### src/design/hrf_pkg.sv
// ----------------------------------------------------------------------------
// hrf_pkg: shared types and constants of the HTTP request framer.
// Holds the byte token passed from the classifier to the parser and the
// output codes.
// ----------------------------------------------------------------------------
package hrf_pkg;

  localparam int unsigned NameLen = 14;

  typedef enum logic [2:0] {
    CLS_METHOD  = 3'd0,
    CLS_URI     = 3'd1,
    CLS_VERSION = 3'd2,
    CLS_NAME    = 3'd3,
    CLS_VALUE   = 3'd4,
    CLS_DELIM   = 3'd5,
    CLS_BODY    = 3'd6
  } hrf_class_t;

  typedef enum logic [1:0] {
    METH_OTHER = 2'd0,
    METH_GET   = 2'd1,
    METH_POST  = 2'd2
  } hrf_method_t;

  typedef enum logic [1:0] {
    ERR_NONE     = 2'd0,
    ERR_EMPTY    = 2'd1,
    ERR_NO_DIGIT = 2'd2,
    ERR_OVERFLOW = 2'd3
  } hrf_error_t;

  localparam logic [7:0] ChSpace = 8'h20;
  localparam logic [7:0] ChCr    = 8'h0d;
  localparam logic [7:0] ChLf    = 8'h0a;
  localparam logic [7:0] ChColon = 8'h3a;
  localparam logic [7:0] ChZero  = 8'h30;
  localparam logic [7:0] ChNine  = 8'h39;

  // One classified stream beat.
  typedef struct packed {
    logic [7:0]  data;
    logic        is_space;
    logic        is_cr;
    logic        is_lf;
    logic        is_colon;
    logic        is_digit;
    logic [3:0]  digit;
    logic [15:0] name_eq;
  } hrf_token_t;

  function automatic logic [7:0] length_name_char(input logic [3:0] idx);
    logic [7:0] ch;
    case (idx)
      4'd0:    ch = 8'h43; // C
      4'd1:    ch = 8'h6f; // o
      4'd2:    ch = 8'h6e; // n
      4'd3:    ch = 8'h74; // t
      4'd4:    ch = 8'h65; // e
      4'd5:    ch = 8'h6e; // n
      4'd6:    ch = 8'h74; // t
      4'd7:    ch = 8'h2d; // -
      4'd8:    ch = 8'h4c; // L
      4'd9:    ch = 8'h65; // e
      4'd10:   ch = 8'h6e; // n
      4'd11:   ch = 8'h67; // g
      4'd12:   ch = 8'h74; // t
      4'd13:   ch = 8'h68; // h
      default: ch = 8'h00;
    endcase
    return ch;
  endfunction

endpackage

### src/design/hrf_front.sv
// ----------------------------------------------------------------------------
// hrf_front: byte classifier.
// Flags delimiters and digits of each incoming beat and compares it against
// every character of the Content-Length header name.
// ----------------------------------------------------------------------------
module hrf_front
  import hrf_pkg::*;
(
  input  logic [7:0] data_byte,
  output hrf_token_t token
);

  logic [15:0] name_eq;

  always_comb begin
    name_eq = '0;
    for (int i = 0; i < NameLen; i++) begin
      name_eq[i] = (data_byte == length_name_char(4'(i)));
    end
  end

  always_comb begin
    token.data     = data_byte;
    token.is_space = (data_byte == ChSpace);
    token.is_cr    = (data_byte == ChCr);
    token.is_lf    = (data_byte == ChLf);
    token.is_colon = (data_byte == ChColon);
    token.is_digit = (data_byte >= ChZero) && (data_byte <= ChNine);
    token.digit    = 4'(data_byte - ChZero);
    token.name_eq  = name_eq;
  end

endmodule

### src/design/hrf_queue.sv
// ----------------------------------------------------------------------------
// hrf_queue: short token queue between classifier and parser.
// A small register FIFO that lets each side stall independently.
// ----------------------------------------------------------------------------
module hrf_queue
  import hrf_pkg::*;
#(
  parameter int unsigned DEPTH = 4
) (
  input  logic       clk,
  input  logic       rst_n,
  input  logic       push,
  input  hrf_token_t push_token,
  output logic       full,
  input  logic       pop,
  output hrf_token_t head_token,
  output logic       not_empty
);

  localparam int unsigned PtrW = (DEPTH > 1) ? $clog2(DEPTH) : 1;
  localparam int unsigned CntW = $clog2(DEPTH + 1);

  hrf_token_t          mem_r [DEPTH];
  logic [PtrW-1:0]     wr_ptr_r, wr_ptr_nxt;
  logic [PtrW-1:0]     rd_ptr_r, rd_ptr_nxt;
  logic [CntW-1:0]     count_r, count_nxt;

  assign full       = (count_r == CntW'(DEPTH));
  assign not_empty  = (count_r != '0);
  assign head_token = mem_r[rd_ptr_r];

  always_comb begin
    wr_ptr_nxt = wr_ptr_r;
    rd_ptr_nxt = rd_ptr_r;
    count_nxt  = count_r;
    if (push) begin
      wr_ptr_nxt = (wr_ptr_r == PtrW'(DEPTH - 1)) ? '0 : wr_ptr_r + 1'b1;
    end
    if (pop) begin
      rd_ptr_nxt = (rd_ptr_r == PtrW'(DEPTH - 1)) ? '0 : rd_ptr_r + 1'b1;
    end
    if (push && !pop) begin
      count_nxt = count_r + 1'b1;
    end else if (pop && !push) begin
      count_nxt = count_r - 1'b1;
    end
  end

  always_ff @(posedge clk) begin
    if (!rst_n) begin
      wr_ptr_r <= '0;
      rd_ptr_r <= '0;
      count_r  <= '0;
    end else begin
      wr_ptr_r <= wr_ptr_nxt;
      rd_ptr_r <= rd_ptr_nxt;
      count_r  <= count_nxt;
    end
  end

  always_ff @(posedge clk) begin
    if (push) begin
      mem_r[wr_ptr_r] <= push_token;
    end
  end

`ifndef NO_ASSERTIONS
  a_no_pop_empty: assert property (@(posedge clk) disable iff (!rst_n)
    pop |-> not_empty)
    else $error("queue popped while empty");

  a_count_tracks: assert property (@(posedge clk) disable iff (!rst_n)
    (push && !pop) |=> (count_r == $past(count_r) + 1'b1))
    else $error("queue count did not follow a lone push");
`endif

endmodule

### src/design/hrf_back.sv
// ----------------------------------------------------------------------------
// hrf_back: request parser.
// Walks the request phases for each token, decodes the method, tracks the
// Content-Length header and counts out the body; results sit in an output
// register.
// ----------------------------------------------------------------------------
module hrf_back
  import hrf_pkg::*;
#(
  parameter int unsigned LENGTH_BITS = 32
) (
  input  logic        clk,
  input  logic        rst_n,
  input  logic        q_valid,
  input  hrf_token_t  q_token,
  output logic        q_pop,
  output logic        out_valid,
  input  logic        out_stall,
  output logic [2:0]  out_byte_class,
  output logic [1:0]  out_method_code,
  output logic [31:0] out_body_length,
  output logic        out_message_done,
  output logic [1:0]  out_error_code
);

  localparam int unsigned PW = LENGTH_BITS + 4;
  localparam int unsigned OW = (LENGTH_BITS < 32) ? LENGTH_BITS : 32;

  typedef enum logic [10:0] {
    PH_METHOD     = 11'b000_0000_0001,
    PH_URI        = 11'b000_0000_0010,
    PH_VERSION    = 11'b000_0000_0100,
    PH_VERSION_CR = 11'b000_0000_1000,
    PH_NAME       = 11'b000_0001_0000,
    PH_SKIP       = 11'b000_0010_0000,
    PH_VALUE      = 11'b000_0100_0000,
    PH_VALUE_CR   = 11'b000_1000_0000,
    PH_BLANK_CR   = 11'b001_0000_0000,
    PH_BODY       = 11'b010_0000_0000,
    PH_VALUE_TAIL = 11'b100_0000_0000
  } hrf_phase_t;

  hrf_phase_t             phase_r, phase_nxt;
  logic [3:0]             mmatch_r, mmatch_nxt;
  logic [3:0]             npos_r, npos_nxt;
  logic                   is_len_r, is_len_nxt;
  logic                   len_seen_r, len_seen_nxt;
  logic                   dig_seen_r, dig_seen_nxt;
  logic [LENGTH_BITS-1:0] accum_r, accum_nxt;
  logic [LENGTH_BITS-1:0] remain_r, remain_nxt;
  logic                   empty_r, empty_nxt;

  logic                   out_valid_r, out_valid_nxt;
  hrf_class_t             out_cls_r, cls;
  hrf_method_t            out_meth_r, meth;
  logic [31:0]            out_len_r;
  logic                   out_done_r, done;
  hrf_error_t             out_err_r, err;

  logic [PW-1:0]          prod;
  logic                   ovf;
  logic [LENGTH_BITS-1:0] remain_dec;

  function automatic logic [3:0] method_next(input logic [3:0] m, input logic [7:0] c);
    logic [3:0] r;
    case (m)
      4'd0:    r = (c == 8'h47) ? 4'd1 : ((c == 8'h50) ? 4'd4 : 4'd8);
      4'd1:    r = (c == 8'h45) ? 4'd2 : 4'd8;
      4'd2:    r = (c == 8'h54) ? 4'd3 : 4'd8;
      4'd4:    r = (c == 8'h4f) ? 4'd5 : 4'd8;
      4'd5:    r = (c == 8'h53) ? 4'd6 : 4'd8;
      4'd6:    r = (c == 8'h54) ? 4'd7 : 4'd8;
      default: r = 4'd8;
    endcase
    return r;
  endfunction

  assign q_pop         = q_valid && (!out_valid_r || !out_stall);
  assign out_valid_nxt = q_pop || (out_valid_r && out_stall);

  assign prod = ({4'b0, accum_r} << 3) + ({4'b0, accum_r} << 1) + PW'(q_token.digit);
  assign ovf  = |prod[PW-1:LENGTH_BITS];
  assign remain_dec = remain_r - 1'b1;

  always_comb begin
    phase_nxt    = phase_r;
    mmatch_nxt   = mmatch_r;
    npos_nxt     = npos_r;
    is_len_nxt   = is_len_r;
    len_seen_nxt = len_seen_r;
    dig_seen_nxt = dig_seen_r;
    accum_nxt    = accum_r;
    remain_nxt   = remain_r;
    empty_nxt    = empty_r;
    cls          = CLS_DELIM;
    err          = ERR_NONE;
    done         = 1'b0;

    case (phase_r)
      PH_URI: begin
        if (q_token.is_space) phase_nxt = PH_VERSION;
        else cls = CLS_URI;
      end
      PH_VERSION: begin
        if (q_token.is_cr) phase_nxt = PH_VERSION_CR;
        else cls = CLS_VERSION;
      end
      PH_VERSION_CR: begin
        if (q_token.is_lf) begin
          phase_nxt = PH_NAME;
          empty_nxt = 1'b1;
          npos_nxt  = '0;
        end else if (!q_token.is_cr) begin
          phase_nxt = PH_VERSION;
          cls       = CLS_VERSION;
        end
      end
      PH_NAME: begin
        if (empty_r && q_token.is_cr) begin
          phase_nxt = PH_BLANK_CR;
        end else if (q_token.is_colon) begin
          if ((npos_r == 4'(NameLen)) && !len_seen_r) begin
            is_len_nxt   = 1'b1;
            len_seen_nxt = 1'b1;
          end
          phase_nxt = PH_SKIP;
        end else begin
          cls       = CLS_NAME;
          empty_nxt = 1'b0;
          npos_nxt  = q_token.name_eq[npos_r] ? npos_r + 1'b1 : 4'hf;
        end
      end
      PH_SKIP: begin
        phase_nxt = is_len_r ? PH_VALUE : PH_VALUE_TAIL;
        empty_nxt = 1'b1;
      end
      PH_VALUE, PH_VALUE_TAIL: begin
        if (q_token.is_cr) begin
          phase_nxt = PH_VALUE_CR;
        end else begin
          cls       = CLS_VALUE;
          empty_nxt = 1'b0;
          if (phase_r == PH_VALUE) begin
            if (q_token.is_digit) begin
              if (ovf) begin
                err = ERR_OVERFLOW;
              end else begin
                accum_nxt    = prod[LENGTH_BITS-1:0];
                dig_seen_nxt = 1'b1;
              end
            end else if (!(q_token.is_space && !dig_seen_r)) begin
              phase_nxt = PH_VALUE_TAIL;
            end
          end
        end
      end
      PH_VALUE_CR: begin
        if (q_token.is_lf) begin
          if (is_len_r) begin
            if (empty_r) err = ERR_EMPTY;
            else if (!dig_seen_r) err = ERR_NO_DIGIT;
          end
          phase_nxt  = PH_NAME;
          empty_nxt  = 1'b1;
          npos_nxt   = '0;
          is_len_nxt = 1'b0;
        end else if (!q_token.is_cr) begin
          empty_nxt = 1'b0;
          phase_nxt = PH_VALUE_TAIL;
          cls       = CLS_VALUE;
        end else begin
          empty_nxt = 1'b0;
        end
      end
      PH_BLANK_CR: begin
        if (accum_r == '0) begin
          done = 1'b1;
        end else begin
          remain_nxt = accum_r;
          phase_nxt  = PH_BODY;
        end
      end
      PH_BODY: begin
        cls        = CLS_BODY;
        remain_nxt = remain_dec;
        if (remain_dec == '0) done = 1'b1;
      end
      default: begin
        if (q_token.is_space) begin
          phase_nxt = PH_URI;
        end else begin
          cls        = CLS_METHOD;
          mmatch_nxt = method_next(mmatch_r, q_token.data);
        end
      end
    endcase

    case (mmatch_nxt)
      4'd3:    meth = METH_GET;
      4'd7:    meth = METH_POST;
      default: meth = METH_OTHER;
    endcase
  end

  always_ff @(posedge clk) begin
    if (!rst_n) begin
      phase_r     <= PH_METHOD;
      mmatch_r    <= '0;
      npos_r      <= '0;
      is_len_r    <= 1'b0;
      len_seen_r  <= 1'b0;
      dig_seen_r  <= 1'b0;
      accum_r     <= '0;
      remain_r    <= '0;
      empty_r     <= 1'b1;
      out_valid_r <= 1'b0;
    end else begin
      out_valid_r <= out_valid_nxt;
      if (q_pop) begin
        if (done || (err != ERR_NONE)) begin
          phase_r    <= PH_METHOD;
          mmatch_r   <= '0;
          npos_r     <= '0;
          is_len_r   <= 1'b0;
          len_seen_r <= 1'b0;
          dig_seen_r <= 1'b0;
          accum_r    <= '0;
          remain_r   <= '0;
          empty_r    <= 1'b1;
        end else begin
          phase_r    <= phase_nxt;
          mmatch_r   <= mmatch_nxt;
          npos_r     <= npos_nxt;
          is_len_r   <= is_len_nxt;
          len_seen_r <= len_seen_nxt;
          dig_seen_r <= dig_seen_nxt;
          accum_r    <= accum_nxt;
          remain_r   <= remain_nxt;
          empty_r    <= empty_nxt;
        end
      end
    end
  end

  always_ff @(posedge clk) begin
    if (q_pop) begin
      out_cls_r  <= cls;
      out_meth_r <= meth;
      out_len_r  <= 32'(accum_nxt[OW-1:0]);
      out_done_r <= done;
      out_err_r  <= err;
    end
  end

  assign out_valid        = out_valid_r;
  assign out_byte_class   = out_cls_r;
  assign out_method_code  = out_meth_r;
  assign out_body_length  = out_len_r;
  assign out_message_done = out_done_r;
  assign out_error_code   = out_err_r;

`ifndef NO_ASSERTIONS
  a_done_no_error: assert property (@(posedge clk) disable iff (!rst_n)
    out_valid_r |-> !(out_done_r && (out_err_r != ERR_NONE)))
    else $error("beat marked both done and in error");

  a_resync: assert property (@(posedge clk) disable iff (!rst_n)
    (q_pop && (done || (err != ERR_NONE))) |=> (phase_r == PH_METHOD) && (accum_r == '0))
    else $error("parser did not return to a new request");

  a_body_nonzero: assert property (@(posedge clk) disable iff (!rst_n)
    (phase_r == PH_BODY) |-> (remain_r != '0))
    else $error("body phase with nothing left to count");

  a_body_class: assert property (@(posedge clk) disable iff (!rst_n)
    (q_pop && (phase_r == PH_BODY)) |=> (out_cls_r == CLS_BODY))
    else $error("body beat not labelled as body");
`endif

endmodule

### src/design/http_request_framer.sv
// A byte accepted at the input is written into the queue, then into the hrf_back output register.
// Throughput: one byte per cycle while out_stall is low, set by the parser step in hrf_back.
// A queue of QUEUE_DEPTH beats between classifier and parser absorbs output stalls.
// Reset is synchronous and active low; it empties the queue and restores the parser
// to the start of a request.
// ----------------------------------------------------------------------------
// http_request_framer: HTTP/1.1 request framer with Content-Length bodies.
// Labels each request byte, decodes the method, tracks the first
// Content-Length header and flags the byte that completes each request.
// ----------------------------------------------------------------------------
module http_request_framer
  import hrf_pkg::*;
#(
  parameter int unsigned LENGTH_BITS = 32,
  parameter int unsigned QUEUE_DEPTH = 4
) (
  input  logic        clk,
  input  logic        rst_n,
  input  logic        in_valid,
  output logic        in_stall,
  input  logic [7:0]  in_data_byte,
  output logic        out_valid,
  input  logic        out_stall,
  output logic [2:0]  out_byte_class,
  output logic [1:0]  out_method_code,
  output logic [31:0] out_body_length,
  output logic        out_message_done,
  output logic [1:0]  out_error_code
);

  hrf_token_t in_token;
  hrf_token_t head_token;
  logic       q_full;
  logic       q_push;
  logic       q_pop;
  logic       q_not_empty;

  assign in_stall = q_full;
  assign q_push   = in_valid && !q_full;

  hrf_front u_front (
    .data_byte (in_data_byte),
    .token     (in_token)
  );

  hrf_queue #(
    .DEPTH (QUEUE_DEPTH)
  ) u_queue (
    .clk        (clk),
    .rst_n      (rst_n),
    .push       (q_push),
    .push_token (in_token),
    .full       (q_full),
    .pop        (q_pop),
    .head_token (head_token),
    .not_empty  (q_not_empty)
  );

  hrf_back #(
    .LENGTH_BITS (LENGTH_BITS)
  ) u_back (
    .clk              (clk),
    .rst_n            (rst_n),
    .q_valid          (q_not_empty),
    .q_token          (head_token),
    .q_pop            (q_pop),
    .out_valid        (out_valid),
    .out_stall        (out_stall),
    .out_byte_class   (out_byte_class),
    .out_method_code  (out_method_code),
    .out_body_length  (out_body_length),
    .out_message_done (out_message_done),
    .out_error_code   (out_error_code)
  );

endmodule
### config.mk
export PLATFORM = sky130hd
export DESIGN_NAME = http_request_framer
export DESIGN_NICKNAME = d
export VERILOG_FILES = /design/src/design/hrf_pkg.sv /design/src/design/hrf_front.sv /design/src/design/hrf_queue.sv /design/src/design/hrf_back.sv /design/src/design/http_request_framer.sv
export SDC_FILE = /design/constraint.sdc
export NUM_CORES = 1
export LEC_CHECK = 0
export BUFFER_PORTS_ARGS = -buffer_cell sky130_fd_sc_hd__buf_2
export CAP_MARGIN = 20
export CORE_MARGIN = 2
export CORE_UTILIZATION = 47
export CTS_BUF_LIST = sky130_fd_sc_hd__clkbuf_4 sky130_fd_sc_hd__clkbuf_8
export CTS_CLUSTER_SIZE = 28
export DETAILED_ROUTE_END_ITERATION = 8
export GPL_TIMING_DRIVEN = 0
export PLACE_DENSITY = 0.61
export SYNTH_ARGS = -nofsm -noshare
export SYNTH_HDL_FRONTEND = slang
export SYNTH_SLANG_ARGS = --single-unit
### constraint.sdc
create_clock -name clk -period 6.4 [get_ports clk]
set_input_delay 0.64 -clock clk [delete_from_list [all_inputs] [get_ports clk]]
set_output_delay 0.64 -clock clk [all_outputs]
set_load 0.01 [all_outputs]
Yosys cells after proc, flatten, opt, wreduce, memory -nomap -nowiden
Memories as Yosys holds them, arrays and structs flattened. A register that Yosys moved wholly into a read port is not among the register bits.
Cells that the tools add are included.
Widths: inputs -> output; s select.
- memories: 1
- memory bits (writable): 124
- word-level logic and storage cells: 236
- input port bits: 12
- flip-flop bits (word level): 135
- output and inout port bits: 42
- add/subtract/negate cells: 9
- $lt $le $gt $ge: 3
- equality and inequality tests: 61
- muxes and demuxes: 96
- reductions and logical operators: 48
- memories (memory ; words ; width ; rd ports ; clocked after Yosys merged registers in ; write ports ; RTL line ; source):
    u_queue.mem_r ; 4 ; 31 ; 1 ; 1 ; 1 ; hrf_queue.sv:23 ; hrf_token_t mem_r [DEPTH];
- operators by type and width (operator ; count):
    $mux 32 ; 8
    $mux 11 ; 16
    $eq 8x7->1 const B ; 14
    $pmux 11 s9 ; 1
    $logic_not 32->1 ; 2
    $pmux 32 s2 ; 1
    $mux 4 ; 15
    $add 35x33->36 ; 1
    $add 36x4->36 ; 1
    $sub 32x1->32 const B ; 1
    $mux 1 ; 26
    $eq 8x6->1 const B ; 3
    $mux 2 ; 12
    $mux 3 ; 8
    $pmux 3 s8 ; 1
    $pmux 4 s6 ; 1
    $reduce_and 6->1 ; 3
    $eq 4x3->1 const B ; 4
    $eq 8x4->1 const B ; 2
    $reduce_bool 2->1 ; 8
    $ne 3x1->1 const B ; 4
    $ne 3x2->1 const B ; 4
    $reduce_and 12->1 ; 1
    $reduce_bool 3->1 ; 4
    46 further kinds ; 76

Logic depth before layout (Yosys ltp)
- word-level depth: 12
- gate-level depth with buffers: 19
- gate-level depth less buffers: 15

By module
A second synthesis with hierarchy kept.
- cell total of the unflattened synthesis: 1379
- area total of the unflattened synthesis: 14986.9 um^2
- modules (own cells, without submodules) (module ; sequential area each (um^2) ; times used ; cells each ; area an instance (um^2)):
    hrf_back ; 2962.8 ; 1 ; 1112 ; 9357.7
    hrf_queue ; 4144.0 ; 1 ; 217 ; 5267.6
    hrf_front ; 0.0 ; 1 ; 49 ; 347.8
    http_request_framer ; 0.0 ; 1 ; 1 ; 13.8

Worst setup path before layout
OpenSTA, ideal clock, no wires.
- path type: reg2reg
- start point: register with a tool-made name
- end point: register u_back.out_len_r[26], in the netlist u_back.out_body_length[26], data pin
- cell stages (with the launch flop): 20
- period minus slack after synthesis: 5687 ps
- arrival time: 5419 ps
- path buffers: 5
- setup time: 268 ps
- slack: 713 ps
- required time: 6132 ps
- path through: dfxtp_1 -> buf_1 -> buf_1 -> mux4_2 -> inv_1 -> fa_1 -> inv_1 -> fa_1 -> a211oi_1 -> o21ai_0 -> o2111ai_1 -> nand3_1 -> a41oi_1 -> mux2i_1 -> or4_1 -> clkbuf_1 -> clkbuf_1 -> clkbuf_1 -> nand2_1 -> o21ai_0
- RTL lines (element ; RTL line ; source):
    end signal, assigned ; hrf_back.sv:249 ; out_len_r <= 32'(accum_nxt[OW-1:0]);
    end, declared ; hrf_back.sv:56 ; logic [31:0] out_len_r;

==> summary.md <==
| Metric | Value |
|---|---|
| Element type at the critical path start | `flop` |
| IO Port Bufs | `53` |
| Reg2Reg Depth | `18` |
| Shortest period the worst path allows | `6.16 ns` |
| Wirelength, routed | `33700 um` |
| Number of standard cells after synthesis | `1256` |
| Via-per-instance ratio | `6.04` |
| Worst Min Path Start | `out_stall` |
| End of the worst register-to-register path | `u_back.phase_r[0]` |
| Least-Margin Pin Slew | `0.901 ns` |
| Row Count | `60` |
| Fmax achieved | `162 MHz` |
| Commonest cells after routing, fill and taps aside | `edfxtp_1, nand2_1, dfxtp_1, nor2_1, o21ai_0` |
| M3 GR Usage | `3.28%` |
| Portion of synthesized cell area occupied by the leading cell type | `29.7%` |
| Number of max-cap violations | `0` |
| Clock latency at the later pin of the worst-skew pair | `0.58 ns` |
| Final standard cell area without fillers | `0.0147 mm2` |
| P_leak | `0.00560 uW` |
| Buffers and inverters on the worst path | `5` |
| Hold Worst Slack | `0.316 ns` |
| Relative slew margins | `39.9%` |
| Final setup fails | `0` |
| Clock H-tree levels | `2` |
| Hold buffer count at CTS | `0` |
| Hold Path Sink | `u_back.out_valid` |
| Crit share post-route | `96.2%` |
| Total number of clock tree sinks | `225` |
| Violation count after the first detailed-route iteration | `898` |
| Die extent in y | `170 um` |
| Maximum vdd drop | `0.000273 V` |
| M1 GR Usage | `30.0%` |
| Hold Fails Final Rpt | `0` |
| Arrival time at the worst endpoint | `6.60 ns` |
| Clock Pin Slew Worst Setup and Hold Paths | `0.06 ns` |
| Register-to-Register Setup Slack | `0.24 ns` |
| Clock Skews | `0.0378 ns` |
| HPWL after detailed placement | `24100 um` |
| Fraction of final layout cells with drive strength greater than 1 | `15.4%` |
| Post-Synthesis Net Count | `1344` |
| Initial core utilization | `48.0%` |
| Total GRT Usage | `23.5%` |
| Type of destination of the critical path | `flop` |
| WL/cell | `19.5 um` |
| Clock tree root buffer cell | `clkbuf_8` |
| Power per cell area | `296 mW/mm2` |
| Ordered cell list for the critical path | `buf_2, clkbuf_2, mux4_2, inv_1, fa_1, inv_1, fa_1, a211oi_1, o21ai_0, o2111ai_2, nand3_1, a41oi_1, mux2i_2, buf_4, o31ai_4, nand4_1, nand2_1, o21ai_0` |
| Proportion of synthesized flip-flops having asynchronous set or reset | `0%` |
| Total die area | `0.0289 mm2` |
| Number of antenna violations at the first check in global routing | `0` |
| Number of instances on the worst hold path | `3` |
| Yosys synthesis warning count | `0` |
| Synth Flop Type | `edfxtp_1` |
| Buffer levels on the longest clock path | `3` |
| Area of the core region | `0.0270 mm2` |
| Met2 Resource Use GR | `39.7%` |
| Inserted Clock Buffers | `40` |
| Average footprint of a synthesized cell | `10.3 um2` |
| Maximum cell stage delay along the critical path | `0.53 ns` |
| EDFF count, synth | `128` |
| Setup_tns | `0 ns` |
| Busiest metal layer after global routing | `met2` |
| Count of vias placed by the detailed router | `10400` |
| Cells taking the most area after synthesis | `edfxtp_1, dfxtp_1, ha_1` |
| Ports placed on the boundary | `54` |
| RSZ-0062 raised after global routing | `false` |
| Dominant cell type by area after synthesis | `edfxtp_1` |
| Pin count of the biggest net entering global routing | `48` |
| Final nets | `1444` |
| Register area share after synthesis | `44.6%` |
| Cell class contributing the biggest share of worst-path delay | `compound AO/OA/AOI/OAI gates` |
| Fin. max-slew vios | `0` |
| CTS tree | `built` |
| Distinct cells, synth | `86` |
| Worst hold path type | `in2reg` |
| DRC violation count after routing | `0` |
| Worst setup path category | `reg2reg` |
| Seq cells post-synth | `225` |
| Area grow syn2layout | `13.1%` |
| Placed cell area | `0.0137 mm2` |
| Weighted congestion at the end of routability-driven global placement | `0.946` |
| Number of antenna diodes | `0` |
| Result of the run | `complete, no violations` |
| CP required | `6.84 ns` |
| Worst-path maximum fanout | `10` |
| Global-route wire length before repair | `53700 um` |
| Number of global-route vias before repair | `9982` |
| Most common cell after layout, fill and taps aside | `edfxtp_1` |
| Cell type of the slowest stage on the worst timing path | `fa_1` |
| Drt first pass iters | `5` |
| Post-synth design cell area | `0.0130 mm2` |
| Sum of overflow across all layers after global routing | `0` |
| Die width | `170 um` |
| Number of antenna-violating nets in the routed design | `0` |
-- worst min-delay path, cell delays in order --
cell and delay, ns:
buf_2 0.10, nand2_1 0.05, a21oi_1 0.05
-- synthesized netlist by cell type, types with 9 or more instances --
master and count:
edfxtp_1 128, nand2_1 120, dfxtp_1 97, nor2_1 78, o21ai_0 77, ha_1 73, a21oi_1 68, clkbuf_1 50
nor3_1 41, inv_1 33, xor2_1 30, a22o_1 25, o31ai_1 25, nor4_1 24, mux4_2 21, o2bb2ai_2 20
nand3_1 19, xnor2_1 18, a21o_1 16, o2bb2ai_1 16, o211ai_1 14, nand4_1 13, or3_1 13, a22oi_1 12
nor3b_1 12, a31oi_1 11, and3_1 11, nor4b_1 11, o21a_1 10, mux2i_1 9, nor2b_1 9
-- state kept, by name (all words and copies together), names as in the netlist, 2 cells and up, named ones only --
signal                  count
u_queue.mem_r              88
u_back.accum_r             32
u_back.out_body_length     32
u_back.remain_r            32
u_back.phase_r             11
u_back.mmatch_r             4
u_back.npos_r               4
u_back.out_byte_class       3
u_queue.count_r             3
u_back.out_error_code       2
u_back.out_method_code      2
u_queue.rd_ptr_r            2
u_queue.wr_ptr_r            2
-- worst max path at each step --
stage	from	cells past startpoint	to
final	flop	18	u_back.phase_r[0]
after global placement	flop	19	u_back.out_body_length[30]
after floorplan	flop	19	u_back.out_body_length[26]
after CTS	flop	19	u_back.out_body_length[29]
after global routing	flop	19	u_back.remain_r[8]
after detailed placement	flop	19	u_back.out_body_length[29]
-- layout make-up --
type | count | area [um2]
Clock buffer | 53 | 654
Fill cell | 2465 | 12400
Timing Repair Buffer | 59 | 388
Buffer | 72 | 340
Multi-Input combinational cell | 922 | 6740
Tap cell | 341 | 427
Inverter | 36 | 136
Sequential cell | 225 | 5790
Clock inverter | 19 | 191
-- routing by layer --
metal	vias up	share of wire (%)
met2	320	48
met3	72	4.6
met1	4993	44
met4	0	3.3
li1	5048	-
met5	-	0
-- stage by stage --
step	total power [uW]	util, %	cells	worst slack [ns]
after global routing	4560	54.2	1727	0.00673
after detailed placement	2930	50.7	1653	-1.20
final	4330	54.2	1727	0.242
after CTS	4380	54.0	1725	0.0201
after global placement	2910	50.5	1650	-1.16
after floorplan	2570	-	1256	0.713
-- cell families (layout without fill, tap and decap cells) --
kind of cell | Yosys count | count (layout) | synth area share [%]
buffers and inverters | 109 | 239 | 3.57
multiplexers | 36 | 36 | 4.86
AO/OA/AOI/OAI | 356 | 356 | 19.9
AND/OR/NAND/NOR | 406 | 406 | 16.3
adder cells (fa/ha/maj) | 76 | 76 | 7.51
flip-flops | 225 | 225 | 44.6
XOR/XNOR | 48 | 48 | 3.24
-- power by group --
group          internal, uW  total, uW  switching, uW
Clock                   802       1420            621
Combinational           396       1080            680
Sequential             1760       1830           70.3
Total                  2960       4330           1370
-- what timing repair did --
| action | CTS | global route |
|---|---|---|
| buffers inserted | 0 | 1 |
| gates resized for setup | 10 | 11 |
| setup endpoints to repair | 121 | 85 |
No activity file was read; power rests on OpenSTA's default activity.
